`config.mk`:
```
export PLATFORM = sky130hd
export DESIGN_NAME = gapped_slot_list_flat
export DESIGN_NICKNAME = d
export VERILOG_FILES = /design/src/rtl/gsl_pkg.sv /design/src/rtl/gsl_if.sv /design/src/rtl/gsl_ctrl.sv /design/src/rtl/gsl_dp.sv /design/src/rtl/gapped_slot_list.sv /design/src/flat_wrapper.sv
export SDC_FILE = /design/constraint.sdc
export NUM_CORES = 1
export LEC_CHECK = 0
export BUFFER_PORTS_ARGS = -buffer_cell sky130_fd_sc_hd__buf_2
export CAP_MARGIN = 0
export CORE_MARGIN = 2
export CORE_UTILIZATION = 64
export CTS_BUF_LIST = sky130_fd_sc_hd__clkbuf_8
export DETAILED_ROUTE_END_ITERATION = 10
export PLACE_DENSITY = 0.82
export SYNTH_ARGS = -nofsm -noshare
export SYNTH_HDL_FRONTEND = slang
export SYNTH_SLANG_ARGS = --single-unit
```
`constraint.sdc`:
```
create_clock -name clk -period 4.62 [get_ports clk]
set_input_delay 0.462 -clock clk [delete_from_list [all_inputs] [get_ports clk]]
set_output_delay 0.462 -clock clk [all_outputs]
set_load 0.05 [all_outputs]
```
`src/rtl/gsl_pkg.sv`:
```
// Shared types and constants for the gapped slot list.
// No dependencies; imported by the controller, datapath and top level.
package gsl_pkg;

  // Operation codes carried in the opcode field
  localparam logic [1:0] OP_INSERT = 2'd0;
  localparam logic [1:0] OP_REMOVE = 2'd1;
  localparam logic [1:0] OP_ACCESS = 2'd2;
  localparam logic [1:0] OP_FIND   = 2'd3;

  localparam logic [4:0] SIZE_RESET = 5'd16;

  typedef enum logic [2:0] {
    IDX_HOLD,
    IDX_ZERO,
    IDX_POS_INC,
    IDX_POS_DEC,
    IDX_INC,
    IDX_DEC
  } idx_op_t;

  typedef enum logic [1:0] {
    RA_POS,
    RA_IDX,
    RA_IDX_DEC,
    RA_IDX_INC
  } rd_sel_t;

  typedef enum logic {
    WA_POS,
    WA_IDX
  } wa_sel_t;

  typedef enum logic [1:0] {
    WD_ZERO,
    WD_VAL,
    WD_RD
  } wd_sel_t;

  typedef enum logic [1:0] {
    FILL_HOLD,
    FILL_INC,
    FILL_DEC
  } fill_op_t;

  // Controller to datapath
  typedef struct packed {
    logic     capture;
    idx_op_t  idx_op;
    logic     rd_en;
    rd_sel_t  rd_sel;
    logic     wr_en;
    wa_sel_t  wa_sel;
    wd_sel_t  wd_sel;
    fill_op_t fill_op;
    logic     set_ok;
    logic     set_rd;
    logic     set_fp;
    logic     out_load;
  } dp_cmd_t;

  // Datapath to controller
  typedef struct packed {
    logic [1:0] op;
    logic       pos_ok;
    logic       val_nz;
    logic       not_full;
    logic       pos_zero;
    logic       idx_at_end;
    logic       idx_zero;
    logic       idx_eq_pos;
    logic       rd_zero;
    logic       rd_match;
    logic       out_free;
  } dp_status_t;

endpackage

```
`src/rtl/gsl_if.sv`:
```
// Channel interfaces: request, response and size configuration.
// Standalone; valid/ready handshake with source and sink modports.
interface gsl_req_if;
  logic       valid;
  logic       ready;
  logic [1:0] opcode;
  logic [3:0] position;
  logic [7:0] value;
  modport source (output valid, output opcode, output position, output value, input ready);
  modport sink (input valid, input opcode, input position, input value, output ready);
endinterface

interface gsl_rsp_if;
  logic       valid;
  logic       ready;
  logic       ok;
  logic [7:0] read_value;
  logic [3:0] found_position;
  logic [4:0] filled_count;
  modport source (output valid, output ok, output read_value, output found_position,
                  output filled_count, input ready);
  modport sink (input valid, input ok, input read_value, input found_position,
                input filled_count, output ready);
endinterface

interface gsl_cfg_if;
  logic       valid;
  logic       ready;
  logic [4:0] data;
  modport source (output valid, output data, input ready);
  modport sink (input valid, input data, output ready);
endinterface

```
`src/rtl/gsl_ctrl.sv`:
```
// Sequencer for the gapped slot list: one operation at a time.
// Depends on gsl_pkg for command and status types.
module gsl_ctrl (
  input  logic                clk,
  input  logic                rst,
  input  logic                in_valid,
  output logic                in_ready,
  input  gsl_pkg::dp_status_t st,
  output gsl_pkg::dp_cmd_t    cmd
);
  import gsl_pkg::*;

  typedef enum logic [3:0] {
    S_IDLE, S_CHECK, S_RA_CHK, S_INS_CHK,
    S_R_RD, S_R_CHK, S_SHR_RD, S_SHR_WR,
    S_L_RD, S_L_CHK, S_SHL_RD, S_SHL_WR,
    S_F_RD, S_F_CHK, S_FINISH
  } state_t;

  state_t state, state_next;

  always_ff @(posedge clk) begin
    if (rst) begin
      state <= S_IDLE;
    end else begin
      state <= state_next;
    end
  end

  assign in_ready = (state == S_IDLE);

  always_comb begin
    state_next  = state;
    cmd         = '0;
    cmd.idx_op  = IDX_HOLD;
    cmd.rd_sel  = RA_IDX;
    cmd.wa_sel  = WA_IDX;
    cmd.wd_sel  = WD_RD;
    cmd.fill_op = FILL_HOLD;
    case (state)
      S_IDLE: begin
        if (in_valid) begin
          cmd.capture = 1'b1;
          state_next  = S_CHECK;
        end
      end
      S_CHECK: begin
        case (st.op)
          OP_INSERT: begin
            if (st.val_nz && st.pos_ok && st.not_full) begin
              cmd.rd_en  = 1'b1;
              cmd.rd_sel = RA_POS;
              state_next = S_INS_CHK;
            end else begin
              state_next = S_FINISH;
            end
          end
          OP_REMOVE, OP_ACCESS: begin
            if (st.pos_ok) begin
              cmd.rd_en  = 1'b1;
              cmd.rd_sel = RA_POS;
              state_next = S_RA_CHK;
            end else begin
              state_next = S_FINISH;
            end
          end
          default: begin
            cmd.idx_op = IDX_ZERO;
            state_next = S_F_RD;
          end
        endcase
      end
      S_RA_CHK: begin
        if (!st.rd_zero) begin
          cmd.set_ok = 1'b1;
          if (st.op == OP_REMOVE) begin
            cmd.wr_en   = 1'b1;
            cmd.wa_sel  = WA_POS;
            cmd.wd_sel  = WD_ZERO;
            cmd.fill_op = FILL_DEC;
          end else begin
            cmd.set_rd = 1'b1;
          end
        end
        state_next = S_FINISH;
      end
      S_INS_CHK: begin
        if (st.rd_zero) begin
          cmd.wr_en   = 1'b1;
          cmd.wa_sel  = WA_POS;
          cmd.wd_sel  = WD_VAL;
          cmd.fill_op = FILL_INC;
          cmd.set_ok  = 1'b1;
          state_next  = S_FINISH;
        end else begin
          cmd.idx_op = IDX_POS_INC;
          state_next = S_R_RD;
        end
      end
      S_R_RD: begin
        if (st.idx_at_end) begin
          if (st.pos_zero) begin
            state_next = S_FINISH;
          end else begin
            cmd.idx_op = IDX_POS_DEC;
            state_next = S_L_RD;
          end
        end else begin
          cmd.rd_en  = 1'b1;
          state_next = S_R_CHK;
        end
      end
      S_R_CHK: begin
        if (st.rd_zero) begin
          state_next = S_SHR_RD;
        end else begin
          cmd.idx_op = IDX_INC;
          state_next = S_R_RD;
        end
      end
      S_SHR_RD, S_SHL_RD: begin
        if (st.idx_eq_pos) begin
          cmd.wr_en   = 1'b1;
          cmd.wa_sel  = WA_POS;
          cmd.wd_sel  = WD_VAL;
          cmd.fill_op = FILL_INC;
          cmd.set_ok  = 1'b1;
          state_next  = S_FINISH;
        end else begin
          cmd.rd_en  = 1'b1;
          cmd.rd_sel = (state == S_SHR_RD) ? RA_IDX_DEC : RA_IDX_INC;
          state_next = (state == S_SHR_RD) ? S_SHR_WR : S_SHL_WR;
        end
      end
      S_SHR_WR: begin
        cmd.wr_en  = 1'b1;
        cmd.idx_op = IDX_DEC;
        state_next = S_SHR_RD;
      end
      S_SHL_WR: begin
        cmd.wr_en  = 1'b1;
        cmd.idx_op = IDX_INC;
        state_next = S_SHL_RD;
      end
      S_L_RD: begin
        cmd.rd_en  = 1'b1;
        state_next = S_L_CHK;
      end
      S_L_CHK: begin
        if (st.rd_zero) begin
          state_next = S_SHL_RD;
        end else if (st.idx_zero) begin
          state_next = S_FINISH;
        end else begin
          cmd.idx_op = IDX_DEC;
          state_next = S_L_RD;
        end
      end
      S_F_RD: begin
        if (st.idx_at_end) begin
          state_next = S_FINISH;
        end else begin
          cmd.rd_en  = 1'b1;
          state_next = S_F_CHK;
        end
      end
      S_F_CHK: begin
        if (st.rd_match) begin
          cmd.set_ok = 1'b1;
          cmd.set_fp = 1'b1;
          state_next = S_FINISH;
        end else begin
          cmd.idx_op = IDX_INC;
          state_next = S_F_RD;
        end
      end
      S_FINISH: begin
        if (st.out_free) begin
          cmd.out_load = 1'b1;
          state_next   = S_IDLE;
        end
      end
      default: state_next = S_IDLE;
    endcase
  end

endmodule

```
`src/rtl/gsl_dp.sv`:
```
// Datapath: slot memory with valid bits, item capture, index walker,
// fill counter, size register and result/output registers. Uses gsl_pkg.
module gsl_dp #(
  parameter int SLOTS = 16
) (
  input  logic                clk,
  input  logic                rst,
  input  logic                cfg_we,
  input  logic [4:0]          cfg_data,
  input  logic [1:0]          in_opcode,
  input  logic [3:0]          in_position,
  input  logic [7:0]          in_value,
  input  gsl_pkg::dp_cmd_t    cmd,
  output gsl_pkg::dp_status_t st,
  output logic                out_valid,
  input  logic                out_ready,
  output logic                out_ok,
  output logic [7:0]          out_read_value,
  output logic [3:0]          out_found_position,
  output logic [4:0]          out_filled_count
);
  import gsl_pkg::*;

  localparam int AW = $clog2(SLOTS);
  localparam int CW = $clog2(SLOTS + 1);
  localparam int SW = (CW > 5) ? CW : 5;

  logic [7:0]    mem [SLOTS];
  logic [SLOTS-1:0] valid;
  logic [7:0]    rd_data;

  logic [4:0]    size_cfg;
  logic [SW-1:0] size_eff;

  logic [1:0]    op;
  logic [3:0]    pos;
  logic [7:0]    val;
  logic [CW-1:0] idx, idx_next;
  logic [CW-1:0] filled;

  logic          res_ok;
  logic [7:0]    res_rd;
  logic [CW-1:0] res_fp;

  logic [AW-1:0] ra, wa;
  logic [7:0]    wd;

  // Size register, clamped to 1..SLOTS
  always_ff @(posedge clk) begin
    if (rst) begin
      size_cfg <= SIZE_RESET;
    end else if (cfg_we) begin
      size_cfg <= cfg_data;
    end
  end

  always_comb begin
    if (size_cfg == 5'd0) begin
      size_eff = SW'(1);
    end else if (SW'(size_cfg) > SW'(SLOTS)) begin
      size_eff = SW'(SLOTS);
    end else begin
      size_eff = SW'(size_cfg);
    end
  end

  always_ff @(posedge clk) begin
    if (cmd.capture) begin
      op  <= in_opcode;
      pos <= in_position;
      val <= in_value;
    end
  end

  always_comb begin
    case (cmd.idx_op)
      IDX_ZERO:    idx_next = '0;
      IDX_POS_INC: idx_next = CW'(pos) + CW'(1);
      IDX_POS_DEC: idx_next = CW'(pos) - CW'(1);
      IDX_INC:     idx_next = idx + CW'(1);
      IDX_DEC:     idx_next = idx - CW'(1);
      default:     idx_next = idx;
    endcase
  end

  always_ff @(posedge clk) begin
    idx <= idx_next;
  end

  always_comb begin
    case (cmd.rd_sel)
      RA_POS:     ra = AW'(pos);
      RA_IDX_DEC: ra = AW'(idx - CW'(1));
      RA_IDX_INC: ra = AW'(idx + CW'(1));
      default:    ra = AW'(idx);
    endcase
    wa = (cmd.wa_sel == WA_POS) ? AW'(pos) : AW'(idx);
    case (cmd.wd_sel)
      WD_ZERO: wd = 8'd0;
      WD_VAL:  wd = val;
      default: wd = rd_data;
    endcase
  end

  // Slot store; an entry never written since reset reads as empty
  always_ff @(posedge clk) begin
    if (cmd.wr_en) begin
      mem[wa] <= wd;
    end
  end

  always_ff @(posedge clk) begin
    if (rst) begin
      valid <= '0;
    end else if (cmd.wr_en) begin
      valid[wa] <= 1'b1;
    end
  end

  always_ff @(posedge clk) begin
    if (cmd.rd_en) begin
      rd_data <= valid[ra] ? mem[ra] : 8'd0;
    end
  end

  always_ff @(posedge clk) begin
    if (rst) begin
      filled <= '0;
    end else begin
      case (cmd.fill_op)
        FILL_INC: filled <= filled + CW'(1);
        FILL_DEC: filled <= (filled == '0) ? '0 : filled - CW'(1);
        default:  filled <= filled;
      endcase
    end
  end

  always_ff @(posedge clk) begin
    if (cmd.capture) begin
      res_ok <= 1'b0;
      res_rd <= 8'd0;
      res_fp <= '0;
    end else begin
      if (cmd.set_ok) res_ok <= 1'b1;
      if (cmd.set_rd) res_rd <= rd_data;
      if (cmd.set_fp) res_fp <= idx;
    end
  end

  always_ff @(posedge clk) begin
    if (rst) begin
      out_valid <= 1'b0;
    end else if (cmd.out_load) begin
      out_valid <= 1'b1;
    end else if (out_ready) begin
      out_valid <= 1'b0;
    end
  end

  always_ff @(posedge clk) begin
    if (cmd.out_load) begin
      out_ok             <= res_ok;
      out_read_value     <= res_rd;
      out_found_position <= 4'(res_fp);
      out_filled_count   <= 5'(filled);
    end
  end

  always_comb begin
    st.op         = op;
    st.pos_ok     = SW'(pos) < size_eff;
    st.val_nz     = (val != 8'd0);
    st.not_full   = SW'(filled) < size_eff;
    st.pos_zero   = (pos == 4'd0);
    st.idx_at_end = SW'(idx) >= size_eff;
    st.idx_zero   = (idx == '0);
    st.idx_eq_pos = (SW'(idx) == SW'(pos));
    st.rd_zero    = (rd_data == 8'd0);
    st.rd_match   = (rd_data == val);
    st.out_free   = !out_valid || out_ready;
  end

endmodule

```
`src/rtl/gapped_slot_list.sv`:
```
// Gapped slot list: one item at a time through a single-port slot memory.
// Remove, access and insert into a free slot need no search; find scans the slots from 0 until
// a match or the size; insert with shifting searches right of the position for a free slot, then
// left when none is free there, and moves each entry between that slot and the position by one.
// Next request taken the cycle after the result load, never while an item is in flight.
// Reset (rst, synchronous): slot valid bits cleared, count 0, size 16.
module gapped_slot_list #(
  parameter int SLOTS = 16
) (
  input logic       clk,
  input logic       rst,
  gsl_req_if.sink   req,
  gsl_rsp_if.source rsp,
  gsl_cfg_if.sink   cfg
);
  import gsl_pkg::*;

  dp_cmd_t    cmd;
  dp_status_t st;

  // Size register accepts a transfer at any time; the user must write it only while idle, the block does not enforce it
  assign cfg.ready = 1'b1;

  // Controller: walks the insert search/shift, remove, access and find sequences
  gsl_ctrl u_ctrl (
    .clk      (clk),
    .rst      (rst),
    .in_valid (req.valid),
    .in_ready (req.ready),
    .st       (st),
    .cmd      (cmd)
  );

  // Datapath: slot store, index walker, fill counter and response register
  gsl_dp #(
    .SLOTS (SLOTS)
  ) u_dp (
    .clk                (clk),
    .rst                (rst),
    .cfg_we             (cfg.valid),
    .cfg_data           (cfg.data),
    .in_opcode          (req.opcode),
    .in_position        (req.position),
    .in_value           (req.value),
    .cmd                (cmd),
    .st                 (st),
    .out_valid          (rsp.valid),
    .out_ready          (rsp.ready),
    .out_ok             (rsp.ok),
    .out_read_value     (rsp.read_value),
    .out_found_position (rsp.found_position),
    .out_filled_count   (rsp.filled_count)
  );

`ifndef ASSERT_OFF
  // One item in flight: after a request transfer the block stays busy
  a_one_in_flight: assert property (@(posedge clk) disable iff (rst)
    req.valid && req.ready |=> !req.ready)
    else $error("request taken while an item is in flight");

  // Slot writes only happen while an item is being worked on
  a_write_busy: assert property (@(posedge clk) disable iff (rst)
    cmd.wr_en |-> !req.ready)
    else $error("slot write while idle");

  // A failed operation reports no data
  a_fail_clean: assert property (@(posedge clk) disable iff (rst)
    rsp.valid && !rsp.ok |-> rsp.read_value == 8'd0 && rsp.found_position == 4'd0)
    else $error("failed result carries data");

  // The response register is only loaded when it is free
  a_load_free: assert property (@(posedge clk) disable iff (rst)
    cmd.out_load |-> !rsp.valid || rsp.ready)
    else $error("response overwritten before transfer");
`endif

endmodule

```
`src/flat_wrapper.sv`:
```
// flat-port wrapper written by rule: the top's interface ports become plain ports
module gapped_slot_list_flat import gsl_pkg::*;
#(
  parameter int SLOTS = 16
)
  (clk, rst, req_valid, req_opcode, req_position, req_value, req_ready, rsp_valid, rsp_ok, rsp_read_value, rsp_found_position, rsp_filled_count, rsp_ready, cfg_valid, cfg_data, cfg_ready);
  gsl_req_if req_i ();
  gsl_rsp_if rsp_i ();
  gsl_cfg_if cfg_i ();
  input logic clk;
  input logic rst;
  input wire logic [$bits(req_i.valid)-1:0] req_valid;
  input wire logic [$bits(req_i.opcode)-1:0] req_opcode;
  input wire logic [$bits(req_i.position)-1:0] req_position;
  input wire logic [$bits(req_i.value)-1:0] req_value;
  output wire logic [$bits(req_i.ready)-1:0] req_ready;
  output wire logic [$bits(rsp_i.valid)-1:0] rsp_valid;
  output wire logic [$bits(rsp_i.ok)-1:0] rsp_ok;
  output wire logic [$bits(rsp_i.read_value)-1:0] rsp_read_value;
  output wire logic [$bits(rsp_i.found_position)-1:0] rsp_found_position;
  output wire logic [$bits(rsp_i.filled_count)-1:0] rsp_filled_count;
  input wire logic [$bits(rsp_i.ready)-1:0] rsp_ready;
  input wire logic [$bits(cfg_i.valid)-1:0] cfg_valid;
  input wire logic [$bits(cfg_i.data)-1:0] cfg_data;
  output wire logic [$bits(cfg_i.ready)-1:0] cfg_ready;
  assign req_i.valid = req_valid;
  assign req_i.opcode = req_opcode;
  assign req_i.position = req_position;
  assign req_i.value = req_value;
  assign req_ready = req_i.ready;
  assign rsp_valid = rsp_i.valid;
  assign rsp_ok = rsp_i.ok;
  assign rsp_read_value = rsp_i.read_value;
  assign rsp_found_position = rsp_i.found_position;
  assign rsp_filled_count = rsp_i.filled_count;
  assign rsp_i.ready = rsp_ready;
  assign cfg_i.valid = cfg_valid;
  assign cfg_i.data = cfg_data;
  assign cfg_ready = cfg_i.ready;
  gapped_slot_list #(.SLOTS(SLOTS)) u_core (.clk(clk), .rst(rst), .req(req_i), .rsp(rsp_i), .cfg(cfg_i));
endmodule
```
==> results.py, run 1 <==
metrics = {
    "sta": {
        "timing.final.crit_share_pct": 94.2,
        "max_freq_ghz": 0.230,
        "skew_ns": 0.0240,
        "setup_tns_ns": 0,
        "hold_viol": 0,
        "setup_violations": 0,
        "worst_slack_ns": 0.269,
        "whs_ns": 0.106,
        "relSlewSlack_pct": 22.5,
        "tightest_slew_ns": 1.16,
        "slew_violations": 0,
        "finalCriticalPeriod_ns": 4.35,
        "rsz0062_at_grt": "no",
    },
    "cells_and_area": {
        "multi_input_area_um2": 3920,
        "fin_area_um2": 11300,
        "nets": 933,
        "final_layout_size_suffix_gt1_share_pct": 14.5,
        "seq_area_um2": 6080,
        "fin_util_pct": 71.7,
        "fillers": 1075,
        "area_delta_synth_final_pct": 9.59,
        "antenna_cells": 0,
    },
    "clock_network": {
        "clock_sinks": 217,
        "path_clk_slew_ns": 0.06,
        "cts_root_buffer": "clkbuf_8",
        "numCtsBuffers": 35,
        "hold_buffers": 0,
        "insertion_delay_ns": 0.53,
        "tritoncts": "done",
        "cts_resized": 0,
        "htree_num_levels": 2,
        "clock_path_buffers": 3,
        "postCtsSetupBuffers": 0,
    },
    "synth": {
        "synth-edff-count": 173,
        "synth.top_cell.area_share_pct": 50.2,
        "ys_seq_area_share_pct": 58.7,
        "yosys-top-cells-area": "edfxtp_1, mux2i_1, dfxtp_1, nor2_1, ha_1",
        "syn_inst": 826,
        "synth_fp_nets": 876,
        "yosysUniqueCellTypes": 72,
        "synth-async-reset-ratio_pct": 0,
        "syn_area_um2": 10400,
        "synth_most_common_cell": "edfxtp_1",
        "syn_area_per_cell_um2": 12.5,
        "ys.flop_type": "edfxtp_1",
        "ys_ff_latch": 217,
        "synth_commonest_cells": "edfxtp_1, mux2i_1, nor2_1",
        "ys_warn_count": 0,
        "synth_top_area_cell": "edfxtp_1",
    },
    "route": {
        "via_per_inst": 6.41,
        "ant_nets": 0,
        "routed_wl_um": 24400,
        "drc": 0,
        "via_count": 7196,
        "dr.pass1.iters": 5,
        "drt_iter0_markers": 1001,
        "wl_per_cell_um": 21.7,
    },
    "placed_design": {
        "hpwlAfterDp_um": 17000,
        "numPortBuffers": 43,
        "gp_congestion": 0.944,
        "dp_slack_ns": 0.288,
        "dpl-instance-area_um2": 10700,
    },
    "worst_hold_path": {
        "hold_path.class": "input port to flop",
        "whs_path_depth": 1,
    },
    "setup_path": {
        "worstSetupPathType": "flop to flop",
        "cp_slowest_cell": "o31a_1",
        "critPathMaxStageDelay_ns": 0.64,
        "startpoint_type": "flop",
        "path_max_fanout": 14,
        "endpoint_kind": "flop",
        "worstPathCellList": "inv_1 -> nand2_1 -> ha_1 -> a211o_1 -> o211ai_1 -> nand2_1 -> o211a_1 -> o22ai_1 -> o31a_1 -> a21boi_0 -> a2111o_1 -> nand4_1 -> nor3b_2",
        "r2r_cells": 13,
        "cpMostUsedCell": "nand2_1",
        "cp_data_arrival_time_ns": 4.73,
        "worstPathRequired_ns": 5.00,
    },
    "global_routing": {
        "grt_pass1_wl_um": 38200,
        "grt_max_degree": 38,
        "grt_pass1_vias": 7041,
        "grt_overflow": 0,
        "grt_usage_pct": 28.4,
        "antenna_found_initial": 0,
    },
    "die": {
        "die-area_um2": 17200,
        "rows": 46,
        "core-area_um2": 15800,
        "die_x_um": 131,
        "io_pins": 45,
        "initial_core_util_pct": 65.4,
        "die_y_um": 131,
    },
    "pwr": {
        "p_leak_nw": 4.34,
        "vdd_ir_drop_max_uv": 446,
        "p_per_area_nw_per_um2": 672,
    },
    "flow_run": {
        "max_cap_violations": 0,
    },
    "status": {
        "status": "finished, final reports clean",
    },
}
-- power by group --
group	switching (mW)	leakage, nW	internal [mW]
clock network	0.730	0.375	0.782
logic	2.14	2.03	1.21
registers	0.199	1.94	2.55
-- logic make-up after synthesis --
group	after synthesis	synth area share (%)
AND/OR/NAND/NOR	234	11.4
flip-flops	217	58.7
AO/OA/AOI/OAI	164	11.6
multiplexers	103	10.0
buffers and inverters	63	3.55
adder cells (fa/ha/maj)	26	3.21
XOR/XNOR	18	1.52
other	1	0.0362
-- layer usage --
| layer | wire length [µm] | track usage, % |
|---|---|---|
| met5 | 0 | 0 |
| met4 | 603 | 9.60 |
| met3 | 2410 | 6.44 |
| met2 | 11100 | 44.0 |
| met1 | 10200 | 40.1 |
-- sequential cells by signal, indices dropped and copies added, names as in the netlist --
register / cells
u_core.u_dp.pos: 4
u_core.u_dp.op: 2
u_core.u_dp.out_found_position: 4
u_core.u_dp.res_ok: 1
u_core.u_dp.filled: 5
u_core.u_ctrl.state: 4
u_core.u_dp.out_read_value: 8
u_core.u_dp.rd_data: 8
u_core.u_dp.out_ok: 1
u_core.u_dp.mem: 128
u_core.u_dp.out_valid: 1
u_core.u_dp.valid: 16
u_core.u_dp.res_rd: 8
u_core.u_dp.val: 8
u_core.u_dp.out_filled_count: 5
u_core.u_dp.res_fp: 4
u_core.u_dp.idx: 5
u_core.u_dp.size_cfg: 5
-- through the flow --
step | power (mW) | std cells
3_5_place_dp | 6.04 | 1062
4_1_cts | 7.55 | 1122
2_1_floorplan | 5.31 | 826
3_3_place_gp | 5.93 | 1062
5_1_grt | 7.97 | 1122
6_report | 7.62 | 1122
-- layout make-up --
| class | count | share of cell area, % |
|---|---|---|
| Inverter | 19 | 0.629 |
| Clock buffer | 36 | 4.37 |
| Tap cell | 216 | 2.38 |
| Sequential cell | 217 | 53.5 |
| Multi-Input combinational cell | 546 | 34.5 |
| Timing Repair Buffer | 64 | 3.43 |
| Clock inverter | 24 | 1.15 |
-- critical path, delay by kind of cell (launching register included) --
kind	cells	cell delay (ns)
AND/OR/NAND/NOR	4	0.88
buffers and inverters	1	0.21
adder cells (fa/ha/maj)	1	0.33
flip-flops	1	0.34
AO/OA/AOI/OAI	7	2.43
-- worst paths after layout --
kind / start / to / slack (ns)
worst max-delay path: u_core.u_dp.size_cfg[4] / u_core.u_dp.rd_data[6] / 0.27
worst min-delay path: req_value[4] / u_core.u_dp.val[4] / 0.11
worst max register to register: u_core.u_dp.size_cfg[4] / u_core.u_dp.rd_data[6] / 0.27
worst min register to register: u_core.u_dp.res_ok / u_core.u_dp.out_ok / 0.43
-- cell usage in the layout (no fill, tap or decap), types with 6 or more instances in the layout --
master / Yosys / layout
a21o_1: 8 / 8
a21oi_1: 28 / 28
a221oi_1: 6 / 6
a22o_1: 8 / 8
a31oi_1: 10 / 10
buf_2: 6 / 43
buf_4: 4 / 19
clkbuf_8: 0 / 36
dfxtp_1: 44 / 44
edfxtp_1: 173 / 173
ha_1: 25 / 25
inv_1: 18 / 32
mux2i_1: 99 / 99
nand2_1: 44 / 44
nand3_1: 19 / 19
nor2_1: 96 / 96
nor2b_1: 7 / 7
nor3_1: 12 / 12
nor3b_1: 6 / 6
nor3b_2: 9 / 9
nor4_1: 12 / 12
o21a_1: 17 / 17
o21ai_0: 20 / 20
o22ai_1: 6 / 6
o32ai_1: 17 / 17
xor2_1: 13 / 13
(Power assumes the default switching activity.)
==> run 2, diff against run 1 <==
--- a/config.mk
+++ b/config.mk
@@ -11,7 +11,8 @@
 export CORE_UTILIZATION = 64
 export CTS_BUF_LIST = sky130_fd_sc_hd__clkbuf_8
 export DETAILED_ROUTE_END_ITERATION = 10
-export PLACE_DENSITY = 0.82
+export MAX_ROUTING_LAYER = met4
+export PLACE_DENSITY_LB_ADDON = 0.2
 export SYNTH_ARGS = -nofsm -noshare
 export SYNTH_HDL_FRONTEND = slang
 export SYNTH_SLANG_ARGS = --single-unit
==> results.py, run 2 (same netlist as run 1, synthesis figures left out) <==
metrics = {
    "status": {
        "status": "finished, final reports clean",
    },
    "global_routing": {
        "grt_pass1_wl_um": 37600,
        "grt_util_met1_pct": 40.3,
        "grt_pass1_vias": 7000,
        "grt_max_degree": 49,
        "grt_usage_pct": 28.5,
        "antenna_found_initial": 0,
        "busiest_layer": "met2",
        "use_met3_pct": 4.98,
        "grt_overflow": 0,
        "use_met2_pct": 42.9,
    },
    "route": {
        "drc": 0,
        "via_count": 7104,
        "drt_iter0_markers": 914,
        "via_per_inst": 6.30,
        "wl_per_cell_um": 21.0,
        "ant_nets": 0,
        "dr.pass1.iters": 5,
        "routed_wl_um": 23600,
    },
    "die": {
        "die_y_um": 131,
        "rows": 46,
        "initial_core_util_pct": 65.4,
        "die_x_um": 131,
        "io_pins": 45,
        "core-area_um2": 15800,
        "die-area_um2": 17200,
    },
    "cells_and_area": {
        "layout_common_cells": "edfxtp_1, mux2i_1, nor2_1",
        "final_common_cell": "edfxtp_1",
        "largest_register_ffs": 128,
        "top_regs": "u_core.u_dp.mem: 128 flops, u_core.u_dp.valid: 16 flops",
        "top_register": "u_core.u_dp.mem",
        "fillers": 1083,
        "antenna_cells": 0,
        "final_layout_size_suffix_gt1_share_pct": 14.7,
        "nets": 935,
        "area_delta_synth_final_pct": 9.79,
        "fin_area_um2": 11400,
    },
    "pwr": {
        "power_frac_comb_pct": 43.1,
        "sequentialPowerShare_pct": 37.1,
        "vdd_ir_drop_max_uv": 436,
        "clkPwrFrac_pct": 19.8,
        "p_int_mw": 4.52,
        "p_per_area_nw_per_um2": 660,
        "power.switching_mw": 2.99,
        "p_leak_nw": 4.34,
        "swShare_pct": 39.8,
    },
    "clock_network": {
        "path_clk_slew_ns": 0.06,
        "postCtsSetupBuffers": 0,
        "cts_root_buffer": "clkbuf_8",
        "clock_sinks": 217,
        "htree_num_levels": 2,
        "clock_path_buffers": 3,
        "cts_resized": 0,
        "numCtsBuffers": 35,
        "hold_buffers": 0,
        "tritoncts": "done",
        "insertion_delay_ns": 0.51,
    },
    "worst_hold_path": {
        "hold_path.class": "input port to flop",
    },
    "setup_path": {
        "ff2ff_setup_slack_ns": 0.43,
        "worstPathRequired_ns": 4.85,
        "endpoint_kind": "flop",
        "worstSetupPathType": "flop to flop",
        "critPathTopFamily": "compound AO/OA/AOI/OAI gates",
        "path_max_fanout": 18,
        "startpoint_type": "flop",
        "cp_data_arrival_time_ns": 4.43,
        "cpMostUsedCell": "nand2_1",
        "worstPathCellList": "inv_1 -> nand2_1 -> ha_1 -> a211o_1 -> o211ai_1 -> nand2_1 -> o211ai_2 -> a21boi_2 -> nor3_4 -> buf_4 -> a21boi_0 -> a2111o_1 -> nand4_1 -> nor3b_2",
        "cp_slowest_cell": "o211ai_2",
        "critPathMaxStageDelay_ns": 0.40,
        "crit_buf_inv": 2,
    },
    "sta": {
        "hold_viol": 0,
        "max_freq_ghz": 0.238,
        "setup_tns_ns": 0,
        "timing.final.crit_share_pct": 90.8,
        "setup_violations": 0,
        "rsz0062_at_grt": "no",
        "relSlewSlack_pct": 18.5,
        "tightest_slew_ns": 1.22,
        "slew_violations": 0,
        "finalCriticalPeriod_ns": 4.20,
        "skew_ns": 0.0171,
    },
    "placed_design": {
        "hpwlAfterDp_um": 16300,
        "dpl-instance-area_um2": 10700,
        "numPortBuffers": 43,
        "gp_congestion": 1.04,
    },
    "flow_run": {
        "max_cap_violations": 0,
    },
}
[run 2: changes by cell type in the layout (fill, tap and decap cells not counted), sizes merged]
cell,change
clkbuf,+2
clkinvlp,+3
inv,-1
buf,+2
bufinv,-1
[run 2: final cells by class]
| class | instances | area, µm² | share of cell area (%) |
|---|---|---|---|
| timing repair buffer | 66 | 400 | 3.52 |
| tap | 216 | 270 | 2.38 |
| clock buffer | 38 | 523 | 4.60 |
| inverter | 19 | 71.3 | 0.627 |
| clock inverter | 25 | 111 | 0.980 |
| sequential | 217 | 6080 | 53.5 |
| multi-input combinational | 546 | 3920 | 34.4 |
[run 2: final timing paths]
| path | start | to | cells after the start |
|---|---|---|---|
| worst max register to register | u_core.u_dp.size_cfg[4] | u_core.u_dp.rd_data[2] | 14 |
| worst max-delay path | u_core.u_dp.size_cfg[4] | u_core.u_dp.rd_data[2] | 14 |
| worst min register to register | u_core.u_dp.res_rd[6] | u_core.u_dp.out_read_value[6] | 0 |
| worst min-delay path | req_value[6] | u_core.u_dp.val[6] | 1 |
[run 2: routing by layer]
layer	share of wire (%)	wire length, µm
met3	8.7	2060
met5	0	0
met2	45	10700
met4	2.0	479
met1	44	10400
[run 2: power by group through the flow]
stage	registers [mW]	clock network, mW	logic [mW]
2_1_floorplan	2.69	0	2.62
3_3_place_gp	2.81	0	3.08
3_5_place_dp	2.81	0	3.17
4_1_cts	2.78	1.51	3.19
5_1_grt	2.80	1.59	3.49
6_report	2.79	1.48	3.23
[run 2: per-stage QoR]
step           setup WS, ns  hold WS, ns  instances  utilization, %  power [mW]
3_3_place_gp          0.729        0.418       1064            67.8        5.89
3_5_place_dp          0.506        0.417       1064            67.8        5.98
6_report              0.425        0.126       1127            71.8        7.50
5_1_grt               0.147        0.103       1127            71.8        7.88
4_1_cts               0.455        0.103       1127            71.8        7.47
2_1_floorplan          1.22        0.408        826               -        5.31
